### src/design/bnn_pkg.sv
// Shared types and constants for the batch normalization block.
// No dependencies; every other design file but bnn_ram refers to this package by scope.
`timescale 1ns / 1ps
`default_nettype none
package bnn_pkg;

    localparam int SAMPLE_W   = 16;
    localparam int VAR_W      = 32;
    localparam int INV_W      = 32;
    localparam int EPS_W      = 16;
    localparam int CH_W       = 6;
    localparam int CFG_IDX_W  = 1;
    localparam int CFG_DATA_W = 16;

    // Configuration register indexes
    localparam logic [CFG_IDX_W-1:0] CFG_EPSILON = 1'b0;
    localparam logic [CFG_IDX_W-1:0] CFG_AFFINE  = 1'b1;

    // Command queue between front and back
    localparam int QDEPTH = 4;
    localparam int QPTR_W = 2;
    localparam int QCNT_W = 3;

    // Parameter memory row: mean, inv_std, gain, offset
    localparam int PAR_W = SAMPLE_W + INV_W + SAMPLE_W + SAMPLE_W;

    typedef enum logic {
        OP_NORM = 1'b0,
        OP_LOAD = 1'b1
    } op_t;

    typedef struct packed {
        op_t                        op;
        logic [CH_W-1:0]            channel;
        logic signed [SAMPLE_W-1:0] value;    // sample or mean
        logic [INV_W-1:0]           inv_std;
        logic signed [SAMPLE_W-1:0] gain;
        logic signed [SAMPLE_W-1:0] offset;
    } cmd_t;

    typedef struct packed {
        logic full;
        logic empty;
    } queue_stat_t;

    typedef struct packed {
        logic busy;
        logic push;
    } front_stat_t;

endpackage
`default_nettype wire

### src/design/bnn_queue.sv
// Short command queue between front and back ends.
// Depends on bnn_pkg.
`timescale 1ns / 1ps
`default_nettype none
module bnn_queue (
    input  wire logic            aclk,
    input  wire logic            aresetn,
    input  wire logic            push,
    input  wire bnn_pkg::cmd_t   push_cmd,
    input  wire logic            pop,
    output bnn_pkg::cmd_t        head,
    output bnn_pkg::queue_stat_t stat
);
    bnn_pkg::cmd_t                mem_reg [bnn_pkg::QDEPTH];
    logic [bnn_pkg::QPTR_W-1:0]   wr_ptr_reg;
    logic [bnn_pkg::QPTR_W-1:0]   rd_ptr_reg;
    logic [bnn_pkg::QCNT_W-1:0]   count_reg;
    logic                         do_push;
    logic                         do_pop;

    assign stat.full  = (count_reg == bnn_pkg::QCNT_W'(bnn_pkg::QDEPTH));
    assign stat.empty = (count_reg == '0);
    assign do_push    = push && !stat.full;
    assign do_pop     = pop && !stat.empty;
    assign head       = mem_reg[rd_ptr_reg];

    // Store entries
    always_ff @(posedge aclk) begin
        if (do_push) begin
            mem_reg[wr_ptr_reg] <= push_cmd;
        end
    end

    // Advance pointers and count
    always_ff @(posedge aclk) begin
        if (!aresetn) begin
            wr_ptr_reg <= '0;
            rd_ptr_reg <= '0;
            count_reg  <= '0;
        end else begin
            if (do_push) begin
                wr_ptr_reg <= wr_ptr_reg + 1'b1;
            end
            if (do_pop) begin
                rd_ptr_reg <= rd_ptr_reg + 1'b1;
            end
            if (do_push && !do_pop) begin
                count_reg <= count_reg + 1'b1;
            end else if (do_pop && !do_push) begin
                count_reg <= count_reg - 1'b1;
            end
        end
    end
endmodule
`default_nettype wire

### config.mk
export PLATFORM = sky130hd
export DESIGN_NAME = bnn_queue
export DESIGN_NICKNAME = d
export VERILOG_FILES = /design/src/design/bnn_pkg.sv /design/src/design/bnn_queue.sv
export SDC_FILE = /design/constraint.sdc
export NUM_CORES = 1
export LEC_CHECK = 0
export BUFFER_PORTS_ARGS = -buffer_cell sky130_fd_sc_hd__buf_4
export CORE_MARGIN = 4
export CORE_UTILIZATION = 57
export DETAILED_ROUTE_END_ITERATION = 10
export PLACE_DENSITY_LB_ADDON = 0.1
export RECOVER_POWER = 50
export SKIP_CTS_REPAIR_TIMING = 1
export SLEW_MARGIN = 20
export SYNTH_ARGS = -nofsm -noshare
export SYNTH_HDL_FRONTEND = slang
export SYNTH_SLANG_ARGS = --single-unit
### constraint.sdc
create_clock -name aclk -period 4.65 [get_ports aclk]
set_input_delay 0.6975 -clock aclk [delete_from_list [all_inputs] [get_ports aclk]]
set_output_delay 0.6975 -clock aclk [all_outputs]
set_load 0.03 [all_outputs]
* Yosys cells after proc, flatten, opt, wreduce, memory -nomap -nowiden
Memory sizes are Yosys's and may differ from the RTL's. A register that Yosys moved wholly into a read port is not among the register bits.
Cells that the tools add are included.
** Storage, ports and cells
- Flip-flop bits (word level) :: 7
- Bits in latches :: 0
- RAM bits :: 348
- Memory bits (read-only) :: 0
- Memories kept :: 1
** Operators by class
- Add/sub/neg operators :: 4
- $mul :: 0
- Divide/modulo/power cells :: 0
- Order comparisons :: 0
- Equality and inequality tests :: 1
- Shift-type cells :: 0
- Multiplexer cells :: 6
- Bitwise logic cells :: 0
- Reductions and logical operators :: 10
** Memory list
- mem_reg :: words 4, width 87, rd ports 1, clocked after Yosys merged registers in 1, write ports 1, line bnn_queue.sv:14 : bnn_pkg::cmd_t mem_reg [bnn_pkg::QDEPTH];
** Operators with widths (count)
- two-way mux 3 bit :: 2
- adder 2 x 1 -> 2 bit (second input constant) :: 2
- logical AND 1 bit :: 4
- logical NOT 1 bit :: 4
- two-way mux 2 bit :: 2
- adder 3 x 1 -> 3 bit (second input constant) :: 1
- equality test 3 bit (second input constant) :: 1
- logical NOT 3 bit :: 1
- subtractor 3 x 1 -> 3 bit (second input constant) :: 1
- two-way mux 1 bit :: 2
- nonzero test 2 bit :: 1

* Longest topological paths before layout
- Word-level depth :: 7
- Depth in mapped cells :: 9
- Depth with buffers taken out :: 8

* Worst setup path after synthesis
No wires, ideal clock.
- Kind :: input -> register
- From :: input port push
- To :: memory mem_reg[0][0] (netlist name), enable pin
- Library setup time :: 0.455 ns
- Arrival :: 3.106 ns
- Required time :: 4.195 ns
- Setup slack :: 1.088 ns
- Stages :: 3
- Buffers on the path :: 1
- Cells stage by stage :: nor2b_1 > clkbuf_1 > and2_1
** Between the ends
- Longest elaborated chain between the ends :: 3
** RTL lines
- from (decl) :: line bnn_queue.sv:8 : input wire logic push,
- logical AND 1 bit :: line bnn_queue.sv:23 : assign do_push = push && !stat.full;
- named net do_push :: line bnn_queue.sv:18 : logic do_push;
- two-way mux 1 bit :: line bnn_queue.sv:29 : if (do_push) begin
- two-way mux 1 bit (not written as such) :: line bnn_queue.sv:30 : mem_reg[wr_ptr_reg] <= push_cmd;
- to (decl) :: line bnn_queue.sv:14
The timed path passes the listed nets, and every way through them passes these cells.

==> results.ini <==
[worst_setup_path]
slowest_stage=dfxtp_4
arrival_ns=2.56
critPathMaxStageDelay_ns=0.82
worstPathCellList=buf_4 > mux4_2 > buf_4
crit_type=reg2out
cp_num_buf_inv=2
critPathRequiredTime_ns=3.95
cpLargestDelayFamily=flip-flops
reg2reg_from=count_reg[0]
cp-start-kind=flip-flop
crit_top_cell=buf_4
end_kind=output pin
cp_max_fo=35

[placed_design]
dp.cells=958
port_buffers=179
gp_congestion=0.738
placed_cell_area_um2=14700
hpwlAfterDp_mm=14.6

[finish]
diodes=0
area_growth_pct=19.1
largest_reg_flops=348
final_cells=1024
final_nets=809
final.fill_count=1467
drive_gt1_share_pct=33.2
stdcell_area_um2=15500

[drt]
drt-vias-per-instance=5.81
vias=5950
ant_nets=0
routedWlPerCell_um=23.5
drc=0
wl_mm=24.1
drt_iter0_markers=416
firstDrtPassIters=5

[pwr]
peakVddDrop_mv=0.381
p_per_area_nw_per_um2=611
p_leak_uw=0.00503
power_uw=9480

[clock_tree]
clk_pin_slew_ns=0.06
clk_latency_ns=0.51
cts_tree=built
cts_made_buffers=37
clockRootBuffer=clkbuf_16
cts_sinks=357
cts_buffer_depth=3
htreeDepth=2

[sta]
clock_skew_ns=0.0157
post-route-period-util_pct=70.0
rsz0062_at_grt=false
hold_viol_final=0
fin_tns_setup_ns=0
fmax_mhz=307
hold_slack_ns=0.438
max_slew.worst_pin.slew_ns=1.49
slew_viol_final=0
slew_headroom_pct=0.757
setup_viol=0
fin_crit_ns=3.25

[yosys]
synth.area.top_cells=edfxtp_1 80%, mux4_2 15%, dfxtp_1 1.4%
yosysTopAreaCell=edfxtp_1
yosys_warnings=0
synthArstFlopShare_pct=0
synth-seq-cells=357
synth-edff-count=348
synth.yosys.seq_area_share_pct=81.6
synth_ff_type=edfxtp_1
syn-instance-count=503
syn_avg_cell_area_um2=25.9
yosys-top-cells-count=348 x edfxtp_1, 87 x mux4_2, 10 x buf_2, 9 x dfxtp_1, 8 x and2_1
synth_top_cell_area_share_pct=80.2
yosysUniqueCellTypes=24
synthesis.nets=600
synth_most_common_cell=edfxtp_1
synth_area_um2=13000

[die]
die_w_um=159
placementRows=55
io_pins=180
start_util_pct=57.7
die_area_um2=25300
core_area_um2=22600
die_h_um=159

[flow_run]
max-cap-violations=0

[global_routing]
grt-ovfl-total=0
antenna_found_initial=3
grt.total_usage_pct=19.2
grt_first_pass_wirelength_mm=37.4
grt_pass1_vias=6432
grt_max_degree=65

[min_path]
hold_start=push_cmd[16]
hold_path_class=in2reg

[outcome]
run_status=completed

==> kinds of logic (layout without fill, tap and decap cells) <==
family	after synthesis	after routing	synth area share [%]
AND/OR/NAND/NOR	17	17	0.740
buffers and inverters	25	261	1.26
multiplexers	90	90	15.3
flip-flops	357	357	81.6
adder cells (fa/ha/maj)	6	6	0.634
AO/OA/AOI/OAI	4	4	0.221
XOR/XNOR	4	4	0.269
==> report_power, final <==
group          internal (uW)  switching (uW)  total [uW]
Sequential              3910             186        4100
Combinational           1110            1510        2630
Clock                   1630            1130        2760
Total                   6660            2830        9480
==> worst register-to-register path, cell delays in order (launching register included) <==
cell,delay (ns)
dfxtp_1,0.45
nor3b_1,0.12
nor2b_1,0.44
and2_2,1.25
buf_4,0.48
==> cell usage in the layout, fill, tap and decap left out, types with 2 or more instances in the layout <==
master / instances
dfxtp_4: 2
clkbuf_8: 3
clkbuf_1: 97
inv_1: 3
nand2_1: 4
mux4_2: 87
nor2b_1: 2
dfxtp_1: 7
buf_4: 102
clkbuf_16: 39
ha_1: 5
and2_4: 3
clkinv_1: 9
mux2i_1: 3
and2_0: 3
clkinv_2: 5
edfxtp_1: 348
xnor2_1: 3
==> through the flow <==
step	utilization (%)	setup slack, ns
2_1_floorplan	-	1.09
3_3_place_gp	65.1	1.80
3_5_place_dp	65.1	1.71
4_1_cts	70.2	1.27
5_1_grt	68.7	1.17
6_report	68.7	1.40
==> final cells by class <==
class,count,area (um2),area share [%]
clock buffer,50,1050,6.75
clock inverter,16,97.6,0.629
inverter,3,11.3,0.0726
multi-input combinational,121,2240,14.4
sequential,357,10600,68.6
tap,285,357,2.30
timing repair buffer,192,1120,7.22
==> final timing paths <==
kind,cells past startpoint,endpoint,slack (ns)
worst max register to register,4,mem_reg[0][54],1.57
worst min-delay path,1,mem_reg[3][16],0.44
worst min register to register,2,wr_ptr_reg[0],0.51
worst max-delay path,3,head[27],1.40
==> per-layer routing <==
layer | up-vias | GRT usage [%] | wire (um)
met2 | 251 | 30.0 | 11700
met5 | - | 0 | 41
li1 | 2578 | - | -
met4 | 6 | 5.92 | 561
met1 | 3064 | 27.1 | 9860
met3 | 51 | 5.54 | 1930
Power figures use the tool's default switching activity.
