File: src/design/bnn_pkg.sv
// Shared types and constants for the batch normalization block.
// No dependencies; every other design file but bnn_ram refers to this package by scope.
`timescale 1ns / 1ps
`default_nettype none
package bnn_pkg;

    localparam int SAMPLE_W   = 16;
    localparam int VAR_W      = 32;
    localparam int INV_W      = 32;
    localparam int EPS_W      = 16;
    localparam int CH_W       = 6;
    localparam int CFG_IDX_W  = 1;
    localparam int CFG_DATA_W = 16;

    // Configuration register indexes
    localparam logic [CFG_IDX_W-1:0] CFG_EPSILON = 1'b0;
    localparam logic [CFG_IDX_W-1:0] CFG_AFFINE  = 1'b1;

    // Command queue between front and back
    localparam int QDEPTH = 4;
    localparam int QPTR_W = 2;
    localparam int QCNT_W = 3;

    // Parameter memory row: mean, inv_std, gain, offset
    localparam int PAR_W = SAMPLE_W + INV_W + SAMPLE_W + SAMPLE_W;

    typedef enum logic {
        OP_NORM = 1'b0,
        OP_LOAD = 1'b1
    } op_t;

    typedef struct packed {
        op_t                        op;
        logic [CH_W-1:0]            channel;
        logic signed [SAMPLE_W-1:0] value;    // sample or mean
        logic [INV_W-1:0]           inv_std;
        logic signed [SAMPLE_W-1:0] gain;
        logic signed [SAMPLE_W-1:0] offset;
    } cmd_t;

    typedef struct packed {
        logic full;
        logic empty;
    } queue_stat_t;

    typedef struct packed {
        logic busy;
        logic push;
    } front_stat_t;

endpackage
`default_nettype wire

File: src/design/bnn_front.sv
// Front end: accepts beats, passes samples on, computes 1/sqrt(var+eps) for loads.
// Depends on bnn_pkg.
`timescale 1ns / 1ps
`default_nettype none
module bnn_front (
    input  wire logic                          aclk,
    input  wire logic                          aresetn,
    input  wire logic [bnn_pkg::EPS_W-1:0]     epsilon,
    input  wire logic                          s_valid,
    output logic                               s_ready,
    input  wire logic                          s_func,
    input  wire logic [bnn_pkg::CH_W-1:0]      s_channel,
    input  wire logic signed [bnn_pkg::SAMPLE_W-1:0] s_sample,
    input  wire logic signed [bnn_pkg::SAMPLE_W-1:0] s_mean_value,
    input  wire logic [bnn_pkg::VAR_W-1:0]     s_variance,
    input  wire logic signed [bnn_pkg::SAMPLE_W-1:0] s_gain,
    input  wire logic signed [bnn_pkg::SAMPLE_W-1:0] s_offset_value,
    input  wire bnn_pkg::queue_stat_t          q_stat,
    output logic                               push_valid,
    output bnn_pkg::cmd_t                      push_cmd,
    output bnn_pkg::front_stat_t               stat
);
    typedef enum logic [1:0] {
        ST_IDLE,
        ST_DIV,
        ST_ROOT,
        ST_PUSH
    } state_t;

    localparam int S_W   = 33;
    localparam int Q_W   = 51;   // quotient of 2^50 / S
    localparam int R_W   = 27;
    localparam logic [5:0] DIV_LAST_BIT = 6'd50;
    localparam logic [5:0] ROOT_TOP_BIT = 6'd26;

    state_t         state_reg;
    bnn_pkg::cmd_t  cmd_reg;
    logic [S_W-1:0] s_reg;
    logic [S_W-1:0] rem_reg;
    logic [Q_W-1:0] quo_reg;
    logic [R_W-1:0] root_reg;
    logic [5:0]     step_reg;

    logic [S_W-1:0]   s_in;
    logic [S_W:0]     rem_sh;
    logic [S_W+1:0]   trial;
    logic             trial_ge;
    logic [R_W-1:0]   cand;
    logic [2*R_W-1:0] cand_sq;
    logic [R_W-1:0]   root_new;
    logic [R_W:0]     root_inc;
    logic             accept;

    // One restoring divide step and one root bit trial
    always_comb begin
        s_in     = {1'b0, s_variance} + S_W'(epsilon);
        rem_sh   = {rem_reg, (step_reg == DIV_LAST_BIT)};
        trial    = {1'b0, rem_sh} - {2'b0, s_reg};
        trial_ge = !trial[S_W+1];
        cand     = root_reg | (R_W'(1) << step_reg[4:0]);
        cand_sq  = cand * cand;
        root_new = (cand_sq <= {3'b0, quo_reg}) ? cand : root_reg;
        root_inc = {1'b0, root_new} + (R_W+1)'(1);
    end

    assign accept  = s_valid && s_ready;
    assign s_ready = (state_reg == ST_IDLE) && !q_stat.full;

    // Samples go straight to the queue; a finished load goes from the hold register
    always_comb begin
        push_valid = 1'b0;
        push_cmd   = cmd_reg;
        if (state_reg == ST_IDLE) begin
            push_valid       = accept && (s_func == bnn_pkg::OP_NORM);
            push_cmd.op      = bnn_pkg::OP_NORM;
            push_cmd.channel = s_channel;
            push_cmd.value   = s_sample;
        end else if (state_reg == ST_PUSH) begin
            push_valid = !q_stat.full;
        end
    end

    assign stat.busy = (state_reg != ST_IDLE);
    assign stat.push = push_valid;

    always_ff @(posedge aclk) begin
        if (!aresetn) begin
            state_reg <= ST_IDLE;
        end else begin
            case (state_reg)
                ST_IDLE: begin
                    if (accept && (s_func == bnn_pkg::OP_LOAD)) begin
                        cmd_reg.op      <= bnn_pkg::OP_LOAD;
                        cmd_reg.channel <= s_channel;
                        cmd_reg.value   <= s_mean_value;
                        cmd_reg.gain    <= s_gain;
                        cmd_reg.offset  <= s_offset_value;
                        s_reg           <= s_in;
                        rem_reg         <= '0;
                        quo_reg         <= '0;
                        step_reg        <= DIV_LAST_BIT;
                        if (s_in == '0) begin
                            cmd_reg.inv_std <= '1;
                            state_reg       <= ST_PUSH;
                        end else begin
                            state_reg <= ST_DIV;
                        end
                    end
                end
                ST_DIV: begin
                    rem_reg  <= trial_ge ? trial[S_W-1:0] : rem_sh[S_W-1:0];
                    quo_reg  <= {quo_reg[Q_W-2:0], trial_ge};
                    step_reg <= step_reg - 6'd1;
                    if (step_reg == '0) begin
                        root_reg  <= '0;
                        step_reg  <= ROOT_TOP_BIT;
                        state_reg <= ST_ROOT;
                    end
                end
                ST_ROOT: begin
                    root_reg <= root_new;
                    step_reg <= step_reg - 6'd1;
                    if (step_reg == '0) begin
                        cmd_reg.inv_std <= bnn_pkg::INV_W'(root_inc[R_W:1]);
                        state_reg       <= ST_PUSH;
                    end
                end
                ST_PUSH: begin
                    if (!q_stat.full) begin
                        state_reg <= ST_IDLE;
                    end
                end
                default: begin
                    state_reg <= ST_IDLE;
                end
            endcase
        end
    end
endmodule
`default_nettype wire

File: config.mk
export PLATFORM = sky130hd
export DESIGN_NAME = bnn_front
export DESIGN_NICKNAME = d
export VERILOG_FILES = /design/src/design/bnn_pkg.sv /design/src/design/bnn_front.sv
export SDC_FILE = /design/constraint.sdc
export NUM_CORES = 2
export LEC_CHECK = 0
export BUFFER_PORTS_ARGS = -buffer_cell sky130_fd_sc_hd__buf_4
export CAP_MARGIN = 40
export CORE_MARGIN = 2
export CORE_UTILIZATION = 50
export CTS_BUF_LIST = sky130_fd_sc_hd__clkbuf_4 sky130_fd_sc_hd__clkbuf_8 sky130_fd_sc_hd__clkbuf_16
export CTS_CLUSTER_SIZE = 28
export DETAILED_ROUTE_END_ITERATION = 16
export PLACE_DENSITY = 0.79
export SLEW_MARGIN = 25
export SYNTH_ARGS = -nofsm -noshare
export SYNTH_HDL_FRONTEND = slang
export SYNTH_SLANG_ARGS = --single-unit
File: constraint.sdc
create_clock -name aclk -period 25.2 [get_ports aclk]
set_input_delay 2.52 -clock aclk [delete_from_list [all_inputs] [get_ports aclk]]
set_output_delay 2.52 -clock aclk [all_outputs]
set_load 0.02 [all_outputs]
# Yosys cells after proc, flatten, opt, wreduce, memory -nomap -nowiden
# Index checks and enable logic that the tools add are counted.
# totals
register_bits	238
input_bits	124
elab_cells	73
# classes
add_sub_neg	4
n_mul	1
magnitude_cmp	1
n_eq_ne	9
shift	1
n_mux	24
bitwise_logic	2
n_reduce_logical	20
# ops
operator	n
one-hot mux 51 bit (2 select lines)	1
two-way mux 33 bit	2
one-hot mux 33 bit (2 select lines)	1
two-way mux 32 bit	2
two-way mux 64 bit	1
one-hot mux 32 bit (2 select lines)	1
less-or-equal comparator 54 x 51 -> 1 bit	1
multiplier 27 x 27 -> 54 bit	1
two-way mux 27 bit	2
one-hot mux 27 bit (2 select lines)	1
two-way mux 51 bit	1
subtractor 34 x 33 -> 35 bit	1
adder 32 x 16 -> 33 bit	1
zero test 33 bit	1
adder 27 x 1 -> 28 bit (second input constant)	1
bitwise OR 27 bit	1
left shift 1 x 5 -> 27 bit (first input constant)	1
two-way mux 23 bit	1
one-hot mux 6 bit (3 select lines)	1
two-way mux 6 bit	2
AND reduction 3 bit	4
two-way mux 2 bit	5
one-hot mux 2 bit (4 select lines)	1
nonzero test 2 bit	4
15 further kinds	24

# Longest topological paths before layout
# logic_depth
depth_word	8
mapped_depth	55

# Worst setup path after synthesis
# OpenSTA, ideal clock, no wires.
# synth_path
path_type	reg-to-reg
start	register step_reg[0]
end	register cmd_reg (netlist bit push_cmd[49]) (data pin)
setup_time_ns	0.260
arrival_time_ns	11.734
t_required_ns	24.940
path_slack_ns	13.206
stages_incl_launch_ff	54
period_less_slack_ns	11.994
cell_sequence	edfxtp_1 > inv_1 > ha_1 > nor2b_1 > and2_1 > or2_2 > clkbuf_1 > inv_1 > clkbuf_1 > buf_1 > nor2_1 > fa_1 > fa_1 > inv_1 > fa_1 > inv_1 > fa_1 > inv_1 > (+18 left out) > nor3_1 > a221o_1 > o41ai_1 > nand4_1 > a32oi_1 > nand3b_4 > nor2_1 > buf_2 > buf_2 > nor2_1 > nor2_1 > ha_1 > nand2_1 > or3_1 > o31ai_2 > nand3_2 > a2111oi_4 > mux2_2
# synth_between
elab_chain_cells	8
# synth_rtl
element	line	rtl
start, declared	bnn_front.sv:42	logic [5:0] step_reg;
start signal, assigned	bnn_front.sv:113	step_reg <= step_reg - 6'd1;
start signal, assigned	bnn_front.sv:122	step_reg <= step_reg - 6'd1;
left shift 1 x 5 -> 27 bit *	bnn_front.sv:60	cand = root_reg | (R_W'(1) << step_reg[4:0]);
bitwise OR 27 bit *	bnn_front.sv:60	
multiplier 27 x 27 -> 54 bit	bnn_front.sv:61	cand_sq = cand * cand;
less-or-equal comparator 54 x 51 -> 1 bit	bnn_front.sv:62	root_new = (cand_sq <= {3'b0, quo_reg}) ? cand : root_reg;
two-way mux 27 bit *	bnn_front.sv:62	
net root_new[1]	bnn_front.sv:50	logic [R_W-1:0] root_new;
adder 27 x 1 -> 28 bit *	bnn_front.sv:63	root_inc = {1'b0, root_new} + (R_W+1)'(1);
two-way mux 32 bit *	bnn_front.sv:123	if (step_reg == '0) begin
one-hot mux 32 bit (2 select lines) *	bnn_front.sv:90	case (state_reg)
end, declared	bnn_front.sv:37	bnn_pkg::cmd_t cmd_reg;
# Mark *: on every way through the listed nets, which the timed path passes. The rest lies on a longest branch. The select of a mux whose other input is x is not followed.
# A chain may end at the register's enable or synchronous reset.

# Final worst setup path
# layout_path
start	register step_reg[3]
end	register cmd_reg (netlist bit push_cmd[55]) (data pin)
# Same word-level chain as after synthesis.

==> flow_summary.yaml <==
run_status:
  status: "finished clean"
routing:
  first_pass_iters: 7
  drc: 0
  drtIter0Drc: 2389
  antenna_left: 0
  wire_per_inst_um: 19.4
  via_count: 26000
  viasPerCell: 5.53
  wl_um: 91400
setup_path:
  crit_top_cell: "fa_1"
  worstPathMaxFanout: 14
  critPathSlowestCell: "edfxtp_1"
  critical_path_class: "register to register"
  critPathCaptureType: "register"
  worst_setup_path_start_kind: "register"
  max_stage_delay_ps: 660
  arrival_ps: 15260
  worstPathRequired_ps: 25560
final_layout:
  layout_common_cells: "inv_1 (873), fa_1 (556), ha_1 (302)"
  regArea_sq_um: 7010
  nFillCells: 5878
  nets: 4740
  multi_input_area_sq_um: 23800
  antenna_cells: 0
  layout-drive-gt1-share_pct: 10.7
  layout_commonest_cell: "inv_1"
  area_delta_synth_final_pct: 10.0
  largest_reg_flops: 60
die:
  coreArea_sq_um: 68800
  die_w_um: 268
  die_area_sq_um: 72000
  start_util_pct: 50.7
  die_h_um: 268
  rows: 96
  pin_count: 215
global_routing:
  grt_max_degree: 91
  grt_first_pass_wirelength_um: 148000
  antenna_found_initial: 2
  track_usage_pct: 26.5
  grt-ovfl-total: 0
  grt_pass1_vias: 27400
logic_synthesis:
  synth_flop_cell: "edfxtp_1"
  synth_edf_count: 232
  synth_area_leader_cell: "fa_1"
  yosysWarnings: 0
  synth_top_area_share_pct: 31.9
  syn_area_sq_um: 34900
  netlist_top_cells_area: "fa_1 (32%), edfxtp_1 (20%), ha_1 (11%)"
  syn_nets: 4625
  synth_cells: 3642
  synth_sequential_area_ratio_pct: 20.1
  postSynth.asyncResetShare_pct: 0
  synth_seq_cells: 234
  avgSynthCellArea_sq_um: 9.59
  ys_types: 84
clocking:
  path_clk_slew_ps: 90
  hold_buffers: 0
  cts_resized: 0
  cts_buffer_depth: 3
  htree_levels: 1
  post-cts-setup-buffers: 0
  clkSinkCount: 234
  root_buffer: "clkbuf_16"
  tritoncts: "done"
  cts_buffers: 28
  clk_latency_ps: 610
timing:
  finalCritPeriodShare_pct: 59.1
  worstMarginPinSlew_ps: 899
  slew_headroom_pct: 39.9
  finalSetupViolations: 0
  fmax_ghz: 0.0671
  drv_slew: 0
  clock_skew_ps: 29.0
  rsz0062_at_grt: "no"
  tns_ps: 0
  hold_violations: 0
  fin_crit_ps: 14900
min_path:
  hold_class: "register to register"
placement:
  io_buffers: 213
  place.gp.congestion: 0.971
  dp_hpwl_um: 72900
job:
  maxCapViolations: 0
[final cells by class]
cell class	instances	share of cell area, %
Multi-Input combinational cell	2356	61.9
Inverter	876	8.56
Tap cell	931	3.03
Clock inverter	21	0.818
Timing Repair Buffer	261	5.54
Clock buffer	31	1.88
Sequential cell	234	18.2
[Yosys cell counts, types with 10 or more instances]
cell / n
a211oi_1: 15
a21o_1: 46
a21oi_1: 140
a31o_2: 10
a31oi_1: 24
and2_1: 68
and3_1: 21
buf_1: 17
buf_4: 67
clkbuf_1: 83
edfxtp_1: 232
fa_1: 556
ha_1: 303
inv_1: 873
mux2_2: 40
mux2i_1: 31
nand2_1: 250
nand2b_1: 16
nand3_1: 50
nand4_1: 37
nor2_1: 298
nor2b_1: 40
nor3_1: 28
nor4_1: 13
o21a_1: 17
o21ai_0: 84
o21bai_1: 16
xnor2_1: 81
xor2_1: 32
[worst max-delay path, delay by kind of cell, from the launching register on]
family          cells  cell delay [ps]
simple gates       17             4200
fa+ha+maj          10             4390
buf+inv             7             1360
compound gates     11             3440
xor+xnor            1              170
flops               1              660
mux                 1              420
[path summary, 6_finish.rpt]
check         startpoint      endpoint  slack [ps]  cells past startpoint
min          quo_reg[38]   quo_reg[39]         550                      1
max reg2reg  step_reg[3]  push_cmd[55]       10300                     47
max          step_reg[3]  push_cmd[55]       10300                     47
min reg2reg  quo_reg[38]   quo_reg[39]         550                      1
[cells by family after synthesis]
logic type / count (synthesis) / share of synthesized area [%]
AO/OA/AOI/OAI: 448 / 8.59
XOR/XNOR: 113 / 2.83
adder cells (fa/ha/maj): 859 / 42.7
buffers and inverters: 1052 / 12.1
flip-flops: 234 / 20.1
multiplexers: 71 / 2.18
AND/OR/NAND/NOR: 865 / 11.5
[per-stage QoR]
| stage | util, % | hold WS, ps | setup slack, ps | std cells | area [sq um] |
|---|---|---|---|---|---|
| after CTS | 55.7 | 560 | 10830 | 4706 | 38300 |
| after detailed placement | 54.2 | 544 | 10890 | 4654 | 37300 |
| after global routing | 55.8 | 575 | 9990 | 4710 | 38400 |
| after floorplan | - | 524 | 13210 | 3642 | 34900 |
| after global placement | 53.8 | 537 | 10200 | 4639 | 37100 |
| final | 55.8 | 554 | 10300 | 4710 | 38400 |
[per-layer routing]
| metal | up-vias | track usage, % | wire length (um) |
|---|---|---|---|
| met5 | - | 0 | 13 |
| met4 | 2 | 9.84 | 4320 |
| met3 | 304 | 7.26 | 10000 |
| met2 | 1303 | 42.6 | 41900 |
| met1 | 12700 | 34.3 | 35200 |
| li1 | 11700 | - | - |
Power is not shown: default switching activity piles up to over one toggle a cycle in this logic, so the estimate is an artifact.
